==> src/sv/kfc_pkg.sv <==
package kfc_pkg;

    localparam int unsigned MAX_DIGITS = 16;
    localparam int unsigned DIGIT_W    = $clog2(MAX_DIGITS + 1);
    localparam int unsigned CURSOR_MAX = 32;
    localparam int unsigned CURSOR_W   = 6;
    localparam int unsigned DATA_W     = 32;
    localparam int unsigned KEY_W      = 8;
    localparam int unsigned EV_W       = 3;
    localparam int unsigned DIV_STEPS  = DATA_W;
    localparam int unsigned DIV_CNT_W  = $clog2(DIV_STEPS);

    localparam logic [EV_W-1:0] EV_DIGIT  = 3'd0;
    localparam logic [EV_W-1:0] EV_OPER   = 3'd1;
    localparam logic [EV_W-1:0] EV_RESULT = 3'd2;
    localparam logic [EV_W-1:0] EV_ERROR  = 3'd3;
    localparam logic [EV_W-1:0] EV_CLEAR  = 3'd4;

    localparam logic [KEY_W-1:0] KEY_ADD = 8'h2B;
    localparam logic [KEY_W-1:0] KEY_SUB = 8'h2D;
    localparam logic [KEY_W-1:0] KEY_MUL = 8'h2A;
    localparam logic [KEY_W-1:0] KEY_DIV = 8'h2F;
    localparam logic [KEY_W-1:0] KEY_EQ  = 8'h3D;
    localparam logic [KEY_W-1:0] KEY_CLR = 8'h43;
    localparam logic [KEY_W-1:0] KEY_0   = 8'h30;
    localparam logic [KEY_W-1:0] KEY_9   = 8'h39;
    localparam logic [KEY_W-1:0] OP_NONE = 8'h01;

    typedef struct packed {
        logic take;
        logic div_start;
        logic div_step;
        logic div_finish;
    } t_dp_cmd;

    typedef struct packed {
        logic is_div_eval;
        logic div_last;
        logic out_busy;
    } t_dp_status;

endpackage

==> src/sv/kfc_if.sv <==
interface kfc_key_if;
    logic                      valid;
    logic                      ready;
    logic [kfc_pkg::KEY_W-1:0] key;

    modport source (output valid, output key, input ready);
    modport sink   (input valid, input key, output ready);
endinterface

interface kfc_res_if;
    logic                           valid;
    logic                           ready;
    logic [kfc_pkg::EV_W-1:0]       event_res;
    logic signed [kfc_pkg::DATA_W-1:0] value;
    logic [kfc_pkg::CURSOR_W-1:0]   column;
    logic [kfc_pkg::CURSOR_W-1:0]   digit_total;

    modport source (output valid, output event_res, output value, output column,
                    output digit_total, input ready);
    modport sink   (input valid, input event_res, input value, input column,
                    input digit_total, output ready);
endinterface

==> src/sv/kfc_ctrl.sv <==
module kfc_ctrl (
    input  logic                i_clk,
    input  logic                i_rst_n,
    input  logic                i_in_valid,
    output logic                o_in_ready,
    input  kfc_pkg::t_dp_status i_status,
    output kfc_pkg::t_dp_cmd    o_cmd
);

    localparam logic [1:0] S_IDLE = 2'd0;
    localparam logic [1:0] S_DIV  = 2'd1;
    localparam logic [1:0] S_FIN  = 2'd2;

    logic [1:0] r_state;
    logic [1:0] n_state;

    always_comb begin
        n_state    = r_state;
        o_cmd      = '0;
        o_in_ready = 1'b0;
        unique case (r_state)
            S_IDLE: begin
                o_in_ready = !i_status.out_busy;
                if (i_in_valid && !i_status.out_busy) begin
                    o_cmd.take = 1'b1;
                    if (i_status.is_div_eval) begin
                        o_cmd.div_start = 1'b1;
                        n_state         = S_DIV;
                    end
                end
            end
            S_DIV: begin
                o_cmd.div_step = 1'b1;
                if (i_status.div_last) begin
                    n_state = S_FIN;
                end
            end
            S_FIN: begin
                // wait for the output register to free up
                if (!i_status.out_busy) begin
                    o_cmd.div_finish = 1'b1;
                    n_state          = S_IDLE;
                end
            end
            default: begin
                n_state = S_IDLE;
            end
        endcase
    end

    always_ff @(posedge i_clk) begin
        if (!i_rst_n) begin
            r_state <= S_IDLE;
        end else begin
            r_state <= n_state;
        end
    end

endmodule

==> src/sv/kfc_dp.sv <==
module kfc_dp (
    input  logic                               i_clk,
    input  logic                               i_rst_n,
    input  logic [kfc_pkg::KEY_W-1:0]          i_key,
    input  logic                               i_out_ready,
    input  kfc_pkg::t_dp_cmd                   i_cmd,
    output kfc_pkg::t_dp_status                o_status,
    output logic                               o_out_valid,
    output logic [kfc_pkg::EV_W-1:0]           o_event_res,
    output logic signed [kfc_pkg::DATA_W-1:0]  o_value,
    output logic [kfc_pkg::CURSOR_W-1:0]       o_column,
    output logic [kfc_pkg::CURSOR_W-1:0]       o_digit_total
);

    localparam int unsigned DW = kfc_pkg::DATA_W;
    localparam int unsigned NW = kfc_pkg::DIGIT_W;
    localparam int unsigned CW = kfc_pkg::CURSOR_W;

    // calculator state
    logic [DW-1:0]             r_first,  n_first;
    logic [DW-1:0]             r_second, n_second;
    logic [NW-1:0]             r_fd,     n_fd;
    logic [NW-1:0]             r_sd,     n_sd;
    logic [kfc_pkg::KEY_W-1:0] r_op,     n_op;
    logic                      r_fdone,  n_fdone;
    logic [DW-1:0]             r_last,   n_last;
    logic [CW-1:0]             r_cur,    n_cur;

    // divider
    logic [DW-1:0]                 r_rem, n_rem;
    logic [DW-1:0]                 r_quo, n_quo;
    logic [DW-1:0]                 r_dvs, n_dvs;
    logic                          r_neg, n_neg;
    logic [kfc_pkg::DIV_CNT_W-1:0] r_cnt, n_cnt;

    // output register
    logic                  r_ov,  n_ov;
    logic [kfc_pkg::EV_W-1:0] r_ev, n_ev;
    logic [DW-1:0]         r_val, n_val;
    logic [CW-1:0]         r_col, n_col;
    logic [CW-1:0]         r_tot, n_tot;

    logic          is_digit;
    logic [3:0]    digit;
    logic [DW:0]   trial;
    logic [DW:0]   shifted;
    logic [DW-1:0] quo_signed;

    assign is_digit = (i_key >= kfc_pkg::KEY_0) && (i_key <= kfc_pkg::KEY_9);
    assign digit    = 4'(i_key - kfc_pkg::KEY_0);

    assign shifted    = {r_rem, r_quo[DW-1]};
    assign trial      = shifted - {1'b0, r_dvs};
    assign quo_signed = r_neg ? (DW'(0) - r_quo) : r_quo;

    assign o_status.is_div_eval = (i_key == kfc_pkg::KEY_EQ) && (r_op == kfc_pkg::KEY_DIV)
                                  && (r_second != '0);
    assign o_status.div_last    = (r_cnt == kfc_pkg::DIV_CNT_W'(kfc_pkg::DIV_STEPS - 1));
    assign o_status.out_busy    = r_ov && !i_out_ready;

    always_comb begin
        n_first  = r_first;
        n_second = r_second;
        n_fd     = r_fd;
        n_sd     = r_sd;
        n_op     = r_op;
        n_fdone  = r_fdone;
        n_last   = r_last;
        n_cur    = r_cur;
        n_rem    = r_rem;
        n_quo    = r_quo;
        n_dvs    = r_dvs;
        n_neg    = r_neg;
        n_cnt    = r_cnt;
        n_ov     = r_ov && !i_out_ready;
        n_ev     = r_ev;
        n_val    = r_val;
        n_col    = r_col;
        n_tot    = r_tot;

        if (i_cmd.take && !i_cmd.div_start) begin
            n_ov = 1'b1;
            if (is_digit) begin
                if (!r_fdone) begin
                    if (r_fd < NW'(kfc_pkg::MAX_DIGITS)) begin
                        n_first = (r_first << 3) + (r_first << 1) + DW'(digit);
                        n_fd    = r_fd + NW'(1);
                    end
                end else begin
                    if (r_sd < NW'(kfc_pkg::MAX_DIGITS)) begin
                        n_second = (r_second << 3) + (r_second << 1) + DW'(digit);
                        n_sd     = r_sd + NW'(1);
                    end
                end
                if (r_cur < CW'(kfc_pkg::CURSOR_MAX)) begin
                    n_cur = r_cur + CW'(1);
                end
                n_ev  = kfc_pkg::EV_DIGIT;
                n_val = DW'(digit);
                n_col = n_cur;
                n_tot = CW'(n_fd) + CW'(n_sd);
            end else if (i_key == kfc_pkg::KEY_EQ) begin
                n_ev  = kfc_pkg::EV_RESULT;
                n_tot = CW'(r_fd) + CW'(r_sd);
                priority if (r_op == kfc_pkg::KEY_ADD) begin
                    n_last = r_first + r_second;
                end else if (r_op == kfc_pkg::KEY_SUB) begin
                    n_last = r_first - r_second;
                end else if (r_op == kfc_pkg::KEY_MUL) begin
                    n_last = DW'(r_first * r_second);
                end else if (r_op == kfc_pkg::KEY_DIV) begin
                    // only a zero divisor reaches here; nonzero goes to the divider
                    n_first = '0;
                    n_fd    = '0;
                    n_fdone = 1'b0;
                    n_last  = '0;
                    n_cur   = '0;
                    n_ev    = kfc_pkg::EV_ERROR;
                    n_tot   = '0;
                end else begin
                    n_last = r_last;
                end
                n_second = '0;
                n_sd     = '0;
                n_val    = (n_ev == kfc_pkg::EV_RESULT) ? n_last : '0;
                n_col    = n_cur;
            end else if (i_key == kfc_pkg::KEY_CLR) begin
                n_first  = '0;
                n_second = '0;
                n_fd     = '0;
                n_sd     = '0;
                n_fdone  = 1'b0;
                n_last   = '0;
                n_cur    = '0;
                n_ev     = kfc_pkg::EV_CLEAR;
                n_val    = '0;
                n_col    = '0;
                n_tot    = '0;
            end else begin
                n_op    = i_key;
                n_fdone = 1'b1;
                n_cur   = '0;
                n_ev    = kfc_pkg::EV_OPER;
                n_val   = '0;
                n_col   = '0;
                n_tot   = CW'(r_fd) + CW'(r_sd);
            end
        end

        if (i_cmd.div_start) begin
            n_rem = '0;
            n_quo = r_first[DW-1] ? (DW'(0) - r_first) : r_first;
            n_dvs = r_second[DW-1] ? (DW'(0) - r_second) : r_second;
            n_neg = r_first[DW-1] ^ r_second[DW-1];
            n_cnt = '0;
        end

        if (i_cmd.div_step) begin
            if (!trial[DW]) begin
                n_rem = trial[DW-1:0];
                n_quo = {r_quo[DW-2:0], 1'b1};
            end else begin
                n_rem = shifted[DW-1:0];
                n_quo = {r_quo[DW-2:0], 1'b0};
            end
            n_cnt = r_cnt + kfc_pkg::DIV_CNT_W'(1);
        end

        if (i_cmd.div_finish) begin
            n_last   = quo_signed;
            n_second = '0;
            n_sd     = '0;
            n_ov     = 1'b1;
            n_ev     = kfc_pkg::EV_RESULT;
            n_val    = quo_signed;
            n_col    = r_cur;
            n_tot    = CW'(r_fd) + CW'(r_sd);
        end
    end

    always_ff @(posedge i_clk) begin
        if (!i_rst_n) begin
            r_first  <= '0;
            r_second <= '0;
            r_fd     <= '0;
            r_sd     <= '0;
            r_op     <= kfc_pkg::OP_NONE;
            r_fdone  <= 1'b0;
            r_last   <= '0;
            r_cur    <= '0;
            r_ov     <= 1'b0;
        end else begin
            r_first  <= n_first;
            r_second <= n_second;
            r_fd     <= n_fd;
            r_sd     <= n_sd;
            r_op     <= n_op;
            r_fdone  <= n_fdone;
            r_last   <= n_last;
            r_cur    <= n_cur;
            r_ov     <= n_ov;
        end
    end

    always_ff @(posedge i_clk) begin
        r_rem <= n_rem;
        r_quo <= n_quo;
        r_dvs <= n_dvs;
        r_neg <= n_neg;
        r_cnt <= n_cnt;
        r_ev  <= n_ev;
        r_val <= n_val;
        r_col <= n_col;
        r_tot <= n_tot;
    end

    assign o_out_valid   = r_ov;
    assign o_event_res   = r_ev;
    assign o_value       = $signed(r_val);
    assign o_column      = r_col;
    assign o_digit_total = r_tot;

endmodule

==> src/sv/keypad_four_function_calculator_top.sv <==
// Results: a digit, operator, clear or non-dividing '=' word shows its result in the cycle
// after it is accepted; a '=' that divides shows it after the divide and finish steps.
// Throughput: one key word per cycle while results drain; a divide holds ready low for
// its 32 quotient bits, one per cycle, plus a finish step that waits for a free output.
// Reset: synchronous, active low; clears operands, digit counts, cursor and last result,
// sets the operator to none and empties the output register.
module keypad_four_function_calculator_top (
    input  logic       i_clk,
    input  logic       i_rst_n,
    kfc_key_if.sink    i_key,
    kfc_res_if.source  o_res
);

    kfc_pkg::t_dp_cmd    cmd;
    kfc_pkg::t_dp_status status;
    logic                in_ready;

    // Controller: take a key word when the output register is free or draining,
    // then walk the divider for a '=' that divides by a nonzero operand.
    kfc_ctrl u_ctrl (
        .i_clk      (i_clk),
        .i_rst_n    (i_rst_n),
        .i_in_valid (i_key.valid),
        .o_in_ready (in_ready),
        .i_status   (status),
        .o_cmd      (cmd)
    );

    // Datapath: operand entry, the add/subtract/multiply unit, the divider and the
    // output register that holds each result word until the sink takes it.
    kfc_dp u_dp (
        .i_clk         (i_clk),
        .i_rst_n       (i_rst_n),
        .i_key         (i_key.key),
        .i_out_ready   (o_res.ready),
        .i_cmd         (cmd),
        .o_status      (status),
        .o_out_valid   (o_res.valid),
        .o_event_res   (o_res.event_res),
        .o_value       (o_res.value),
        .o_column      (o_res.column),
        .o_digit_total (o_res.digit_total)
    );

    assign i_key.ready = in_ready;

endmodule

==> src/flat_wrapper.sv <==
// flat-port wrapper written by rule: the top's interface ports become plain ports
module keypad_four_function_calculator_top_flat 
  (i_clk, i_rst_n, i_key_valid, i_key_key, i_key_ready, o_res_valid, o_res_event_res, o_res_value, o_res_column, o_res_digit_total, o_res_ready);
  kfc_key_if i_key_i ();
  kfc_res_if o_res_i ();
  input  logic i_clk;
  input  logic i_rst_n;
  input wire logic [$bits(i_key_i.valid)-1:0] i_key_valid;
  input wire logic [$bits(i_key_i.key)-1:0] i_key_key;
  output wire logic [$bits(i_key_i.ready)-1:0] i_key_ready;
  output wire logic [$bits(o_res_i.valid)-1:0] o_res_valid;
  output wire logic [$bits(o_res_i.event_res)-1:0] o_res_event_res;
  output wire logic [$bits(o_res_i.value)-1:0] o_res_value;
  output wire logic [$bits(o_res_i.column)-1:0] o_res_column;
  output wire logic [$bits(o_res_i.digit_total)-1:0] o_res_digit_total;
  input wire logic [$bits(o_res_i.ready)-1:0] o_res_ready;
  assign i_key_i.valid = i_key_valid;
  assign i_key_i.key = i_key_key;
  assign i_key_ready = i_key_i.ready;
  assign o_res_valid = o_res_i.valid;
  assign o_res_event_res = o_res_i.event_res;
  assign o_res_value = o_res_i.value;
  assign o_res_column = o_res_i.column;
  assign o_res_digit_total = o_res_i.digit_total;
  assign o_res_i.ready = o_res_ready;
  keypad_four_function_calculator_top u_core (.i_clk(i_clk), .i_rst_n(i_rst_n), .i_key(i_key_i), .o_res(o_res_i));
endmodule
==> config.mk <==
export PLATFORM = sky130hd
export DESIGN_NAME = keypad_four_function_calculator_top_flat
export DESIGN_NICKNAME = d
export VERILOG_FILES = /design/src/sv/kfc_pkg.sv /design/src/sv/kfc_if.sv /design/src/sv/kfc_ctrl.sv /design/src/sv/kfc_dp.sv /design/src/sv/keypad_four_function_calculator_top.sv /design/src/flat_wrapper.sv
export SDC_FILE = /design/constraint.sdc
export NUM_CORES = 2
export LEC_CHECK = 0
export BUFFER_PORTS_ARGS = -buffer_cell sky130_fd_sc_hd__buf_2
export CAP_MARGIN = 10
export CORE_MARGIN = 2
export CORE_UTILIZATION = 65
export DETAILED_ROUTE_END_ITERATION = 7
export PLACE_DENSITY = 0.93
export SKIP_CTS_REPAIR_TIMING = 1
export SLEW_MARGIN = 20
export SYNTH_ARGS = -nofsm -noshare
export SYNTH_HDL_FRONTEND = slang
export SYNTH_SLANG_ARGS = --single-unit
==> constraint.sdc <==
create_clock -name i_clk -period 10.45 [get_ports i_clk]
set_input_delay 0 -clock i_clk [delete_from_list [all_inputs] [get_ports i_clk]]
set_output_delay 0 -clock i_clk [all_outputs]
set_load 0.005 [all_outputs]
# After elaboration in Yosys (flattened, before gate mapping)
# Index checks and enable logic that the tools add are counted.
dict set report word_totals {
  ff_bits 273
  input_bits 12
}
dict set report classes {
  reduce_logical 24
  muxes 102
  n_mul 1
  bitwise 5
  eq_ne 27
  order_cmp 5
  addsub 17
}
# operator count
set ops {}
lappend ops {{32-bit two-way mux} 33}
lappend ops {{6-bit two-way mux} 18}
lappend ops {{32-bit adder} 3}
lappend ops {{1-bit by 32-bit subtractor with 32-bit output, first input constant} 3}
lappend ops {{5-bit two-way mux} 19}
lappend ops {{32-bit by 4-bit adder with 32-bit output} 2}
lappend ops {{8-bit by 6-bit == test with 1-bit output, second input constant} 5}
lappend ops {{33-bit by 32-bit subtractor with 33-bit output} 1}
lappend ops {{32-bit by 32-bit multiplier with 32-bit output} 1}
lappend ops {{32-bit nonzero test} 1}
lappend ops {{32-bit subtractor} 1}
lappend ops {{31-bit two-way mux} 1}
lappend ops {{1-bit two-way mux} 18}
lappend ops {{3-bit two-way mux} 6}
lappend ops {{5-bit by 1-bit adder with 5-bit output, second input constant} 3}
lappend ops {{2-bit inequality test, second input constant} 7}
lappend ops {{5-bit by 5-bit adder with 6-bit output} 2}
lappend ops {{2-bit two-way mux} 6}
lappend ops {{2-bit by 1-bit inequality test with 1-bit output, second input constant} 6}
lappend ops {{4-bit AND reduction} 3}
lappend ops {{6-bit AND reduction} 2}
lappend ops {{5-bit less-than comparator, second input constant} 2}
lappend ops {{3-bit inequality test, second input constant} 3}
lappend ops {{8-bit by 7-bit == test with 1-bit output, second input constant} 1}
lappend ops {{other kinds (22)} 34}

# Logic depth before layout (Yosys ltp)
dict set report logic_depth {
  word_depth 15
  ltp_mapped 30
  ltp_nobuf 28
}

# Hierarchy
# Synthesis repeated with hierarchy kept, for this count alone.
dict set report hier_totals {
  cells_unflattened 4373
  area_unflattened_um2 37906.4
}
# mod n_inst area_each_um2 cells_per_inst
set by_module_without_submodules {}
lappend by_module_without_submodules {kfc_dp 1 37773.7 4360}
lappend by_module_without_submodules {kfc_ctrl 1 132.6 13}

# Worst setup path before layout
# OpenSTA, ideal clock, no wires.
dict set report synth_timing {
  path_type {register to register}
  startpoint {register u_core.u_dp.r_second[3]}
  endpoint {register u_core.u_dp.r_last[30]}
  t_required_ps 10393
  setup_time_ps 57
  period_less_slack_ps 7443
  path_slack_ps 3007
  path_buffers 2
  arrival_ps 7386
  stages_incl_launch_ff 27
  cell_sequence {dfxtp_1 -> clkbuf_1 -> clkbuf_1 -> and2_1 -> fa_1 -> inv_1 -> fa_1 -> fa_1 -> fa_1 -> inv_1 -> fa_1 -> fa_1 -> fa_1 -> fa_1 -> ha_1 -> and3_1 -> nand2_1 -> nor3_1 -> and4_1 -> o21ai_0 -> a31oi_1 -> nand2_1 -> a2111o_1 -> o211ai_1 -> a211oi_1 -> o32ai_1 -> o21ba_2}
}
dict set report synth_via {
  elab_chain_cells 9
  word_cells_on_any_way 19
  cone_classes {add/sub (2); mul (1); mux (10); reduce/logical (6)}
}
# element line
set synth_lines {}
lappend synth_lines {{start: declaration} kfc_dp.sv:21} ;# logic [DW-1:0] r_second, n_second;
lappend synth_lines {{start signal: assignment} kfc_dp.sv:194} ;# r_second <= n_second;
lappend synth_lines {{parallel branches: the longest is 9 deep, another holds 32-bit by 32-bit multiplier with 32-bit output} -}
lappend synth_lines {{end signal: assignment} kfc_dp.sv:199} ;# r_last <= n_last;
lappend synth_lines {{end: declaration} kfc_dp.sv:26} ;# logic [DW-1:0] r_last, n_last;
# Several ways; the timed one is not identified. The select of a mux whose other input is x is not followed.
# A chain may end at the register's enable or synchronous reset.

# Worst setup path after layout
dict set report layout_timing {
  startpoint {register u_core.u_dp.r_first[9]}
  endpoint {register u_core.u_dp.r_last[30]}
}
dict set report layout_via {
  elab_chain_cells 8
  word_cells_on_any_way 10
  cone_classes {add/sub (2); mul (1); mux (7)}
}
# element line
set layout_lines {}
lappend layout_lines {{start: declaration} kfc_dp.sv:20} ;# logic [DW-1:0] r_first, n_first;
lappend layout_lines {{start signal: assignment} kfc_dp.sv:193} ;# r_first <= n_first;
lappend layout_lines {{32-bit by 32-bit multiplier with 32-bit output} kfc_dp.sv:110} ;# n_last = DW'(r_first * r_second);
lappend layout_lines {{32-bit two-way mux} kfc_dp.sv:109} ;# end else if (r_op == kfc_pkg::KEY_MUL) begin
lappend layout_lines {{32-bit two-way mux} kfc_dp.sv:107} ;# end else if (r_op == kfc_pkg::KEY_SUB) begin
lappend layout_lines {{32-bit two-way mux (*)} kfc_dp.sv:105} ;# priority if (r_op == kfc_pkg::KEY_ADD) begin
lappend layout_lines {{32-bit two-way mux (*)} kfc_dp.sv:102} ;# end else if (i_key == kfc_pkg::KEY_EQ) begin
lappend layout_lines {{32-bit two-way mux (*)} kfc_dp.sv:83} ;# if (is_digit) begin
lappend layout_lines {{32-bit two-way mux (*)} kfc_dp.sv:81} ;# if (i_cmd.take && !i_cmd.div_start) begin
lappend layout_lines {{32-bit two-way mux (*)} kfc_dp.sv:169} ;# if (i_cmd.div_finish) begin
# Every way passes the cells marked *; elsewhere a longest branch is shown, timed or not. The select of a mux whose other input is x is not followed.

==> out/results.tsv <==
stage	metric	value	unit
outcome	status	complete, but fails checks	
outcome	failing checks	DRC	
floorplan	Die W	244	um
timing	headroom to the max-slew limit	13.7	%
setup_path	critical path class	reg2reg	
timing	Setup TNS Final	0	ps
global_route	All-Layer GR Usage	41.3	%
setup_path	CP startpoint kind	flop	
timing	final hold viol count	0	
detailed_routing	DR iter-0 viols	4429	
setup_path	Worst path most repeated cell	fa_1	
synth	Post-synth top flop	edfxtp_1	
cts	clock buffer depth	3	
place	gp weighted congestion	1.03	
timing	unrepaired setup endpoints after global routing	false	
layout	share of cells above drive strength 1	6.05	%
floorplan	die height	244	um
synth	Synth area leaders	fa_1, ha_1, edfxtp_1	
synth	EDFF count, synth	146	
cts	Worst-path clk slew	60	ps
layout	Final Util	70.1	%
setup_path	CP Capture Type	flop	
cts	worst skew pair latency	600	ps
timing	Setup Viol. Count Final	0	
synth	post-synthesis sequential area ratio	18.5	%
layout	Finished Cell Area	39700	um^2
synth	Yosys reg bits	273	
global_route	first-pass GRT wire length	190000	um
place	instance area at placement	38400	um^2
detailed_routing	vias	33800	
place	PortBufs	60	
global_route	largest net degree at the start of global routing	73	
detailed_routing	DRC	1	
setup_path	Worst Path Max Fanout	12	
global_route	grt total ovfl	0	
layout	synth-to-layout area growth	6.24	%
floorplan	Initial Util	66.0	%
synth	synthesized area	37300	um^2
timing	max-slew violations	0	
setup_path	CP max stage delay	790	ps
setup_path	Arr. time, crit path	9170	ps
detailed_routing	WL/cell	24.3	um
setup_path	Top Family by Delay on Critical Path	adder cells	
cts	CTS Sinks	273	
detailed_routing	Routed WL	123000	um
cts	H-Tree Depth	2	
cts	CTS tree	done	
synth	dominant cell type by area after synthesis	fa_1	
setup_path	CP max-delay cell	dfxtp_1	
floorplan	core area	56600	um^2
timing	Tmin final	8640	ps
cts	CTS Buf Count	35	
setup_path	Buf+Inv Stages, Crit Path	5	
power_and_ir_drop	Pleak	18.3	nW
timing	Highest Clock Rate	116	MHz
synth	YS warnings	0	
timing	worst slew pin tran	1290	ps
cts	Root Buffer	clkbuf_16	
detailed_routing	1st-pass router iterations	8	
min_path	worst hold path class	in2reg	
floorplan	total die area	59400	um^2
global_route	via count of the first global-routing pass	34600	
synth	Mapped Nets	5101	
floorplan	Rows	87	
flow_run	number of maximum-capacitance violations	0	
detailed_routing	antenna-violating nets left	0	
synth	Mapped Cells	4321	
layout	Layout Nets	5054	
synth	Synth Area per Inst	8.64	um^2
detailed_routing	Vias per Instance	6.67	
power_and_ir_drop	Pwr Density	62.8	nW/um^2
setup_path	Worst Path Required	10980	ps
synth	Synth top area share	22.4	%
floorplan	Ports	61	
synth	Synth async-reset ratio	0	%
synth	post-synthesis cell type count	91	
global_route	initial antenna violation count	5	
power_and_ir_drop	VDD IR-drop max	0.115	mV
power_and_ir_drop	PnR Total Power	2.49	mW
place	dpl hpwl	90200	um
layout	commonest non-fill, non-tap cell in the layout	inv_1	
timing	clock skew	42.6	ps
timing	fin crit share	82.7	%
layout	most frequent cells in the layout	inv_1, nand2_1, fa_1	
## cell type report
type | instances | area [um^2]
timing repair buffer | 157 | 1050
tap | 756 | 946
clock buffer | 48 | 996
antenna | 8 | 20.0
fill | 4008 | 16900
sequential | 273 | 6930
inverter | 518 | 1940
clock inverter | 15 | 178
multi-input combinational | 3289 | 27600
## metal layers
metal  global-route usage, %  vias up  routed length [um]
met2                    63.2     2569               53500
met1                    49.2    16100               41800
met4                    28.5        6               10100
met3                    13.6      795               17600
li1                        -    14300                   -
met5                  0.0817        -                  35
## registers in the layout, summed over array words and instances, names as in the netlist, 2 cells and up
register                   flops
u_core.u_dp.o_event_res        3
u_core.u_dp.r_dvs             32
u_core.u_ctrl.r_state          2
u_core.u_dp.r_sd               5
u_core.u_dp.r_fd               5
u_core.u_dp.r_rem             32
u_core.u_dp.o_digit_total      6
u_core.u_dp.r_cur              6
u_core.u_dp.r_last            32
u_core.u_dp.r_first           32
u_core.u_dp.o_column           6
u_core.u_dp.r_op               8
u_core.u_dp.r_second          32
u_core.u_dp.r_cnt              5
u_core.u_dp.r_quo             32
u_core.u_dp.o_value           32
## per-stage QoR
| step | hold WS, ps | cells | setup WS (ps) |
|---|---|---|---|
| 2_1_floorplan | 125 | 4321 | 3010 |
| 6_report | 49.5 | 5064 | 1810 |
| 3_5_place_dp | 267 | 4983 | 2040 |
| 4_1_cts | -314 | 5046 | 1990 |
| 3_3_place_gp | 255 | 4983 | 2180 |
| 5_1_grt | 37.1 | 5056 | 1620 |
## worst reg2reg max path, stage by stage, from the launching register on
cell	delay, ps
dfxtp_1	790
buf_4	390
ha_1	230
inv_1	180
fa_1	430
inv_1	80
fa_1	430
fa_1	520
inv_1	60
fa_1	490
inv_1	70
fa_1	480
fa_1	450
fa_1	440
fa_1	410
ha_1	420
and3_1	210
nand2_1	100
nor3_1	290
and4_1	220
o21ai_0	160
a31oi_1	530
nand2_1	110
a2111o_1	410
o211ai_1	90
a211oi_1	70
o32ai_1	350
o21ba_2	200
## cells by family (layout without fill, tap and decap cells)
family | count (synthesis) | count (layout) | synth area share, %
simple gates | 1347 | 1347 | 17.4
compound gates | 872 | 872 | 15.1
fa+ha+maj | 768 | 768 | 34.1
buf+inv | 759 | 738 | 7.68
xor+xnor | 283 | 283 | 6.66
flops | 273 | 273 | 18.5
mux | 19 | 19 | 0.513
other cells | 0 | 8 | 0
## final timing paths
kind	cells past startpoint	from	slack (ps)	end
setup / recovery	27	u_core.u_dp.r_first[9]$_SDFFE_PN0P_	1810	u_core.u_dp.r_last[30]$_SDFFE_PN0P_
hold / removal	3	i_rst_n	50	u_core.u_dp.r_fd[4]$_SDFFE_PN0P_
hold reg to reg	2	u_core.u_dp.r_second[21]$_SDFFE_PP0P_	460	u_core.u_dp.r_second[21]$_SDFFE_PP0P_
setup reg to reg	27	u_core.u_dp.r_first[9]$_SDFFE_PN0P_	1810	u_core.u_dp.r_last[30]$_SDFFE_PN0P_
## power by group
group,switching [mW],internal [mW]
clock network,0.530,0.747
registers,0.0109,1.13
logic,0.0471,0.0213
total,0.588,1.90
## synthesized netlist by cell type (12+ instances only)
master    number
inv_1        513
a31oi_1       36
edfxtp_1     146
nand3_1       71
nor2_1       290
a22oi_1       19
o21bai_1      35
o211ai_1      16
a21oi_1      238
o21ba_2       12
nand2_1      463
o41ai_1       14
and3_1        24
ha_1         351
clkbuf_1     220
xnor2_1      174
xor2_1       108
nand4_1       13
mux2i_1       18
o31ai_1       40
a211oi_1      29
nand2b_1      36
o22ai_1       28
o21a_1        32
nor3_1        59
nor2b_1       40
o21ai_0      196
and2_1       269
or3_1         24
a21o_1        64
fa_1         417
dfxtp_1      127
(Power assumes the default switching activity.)
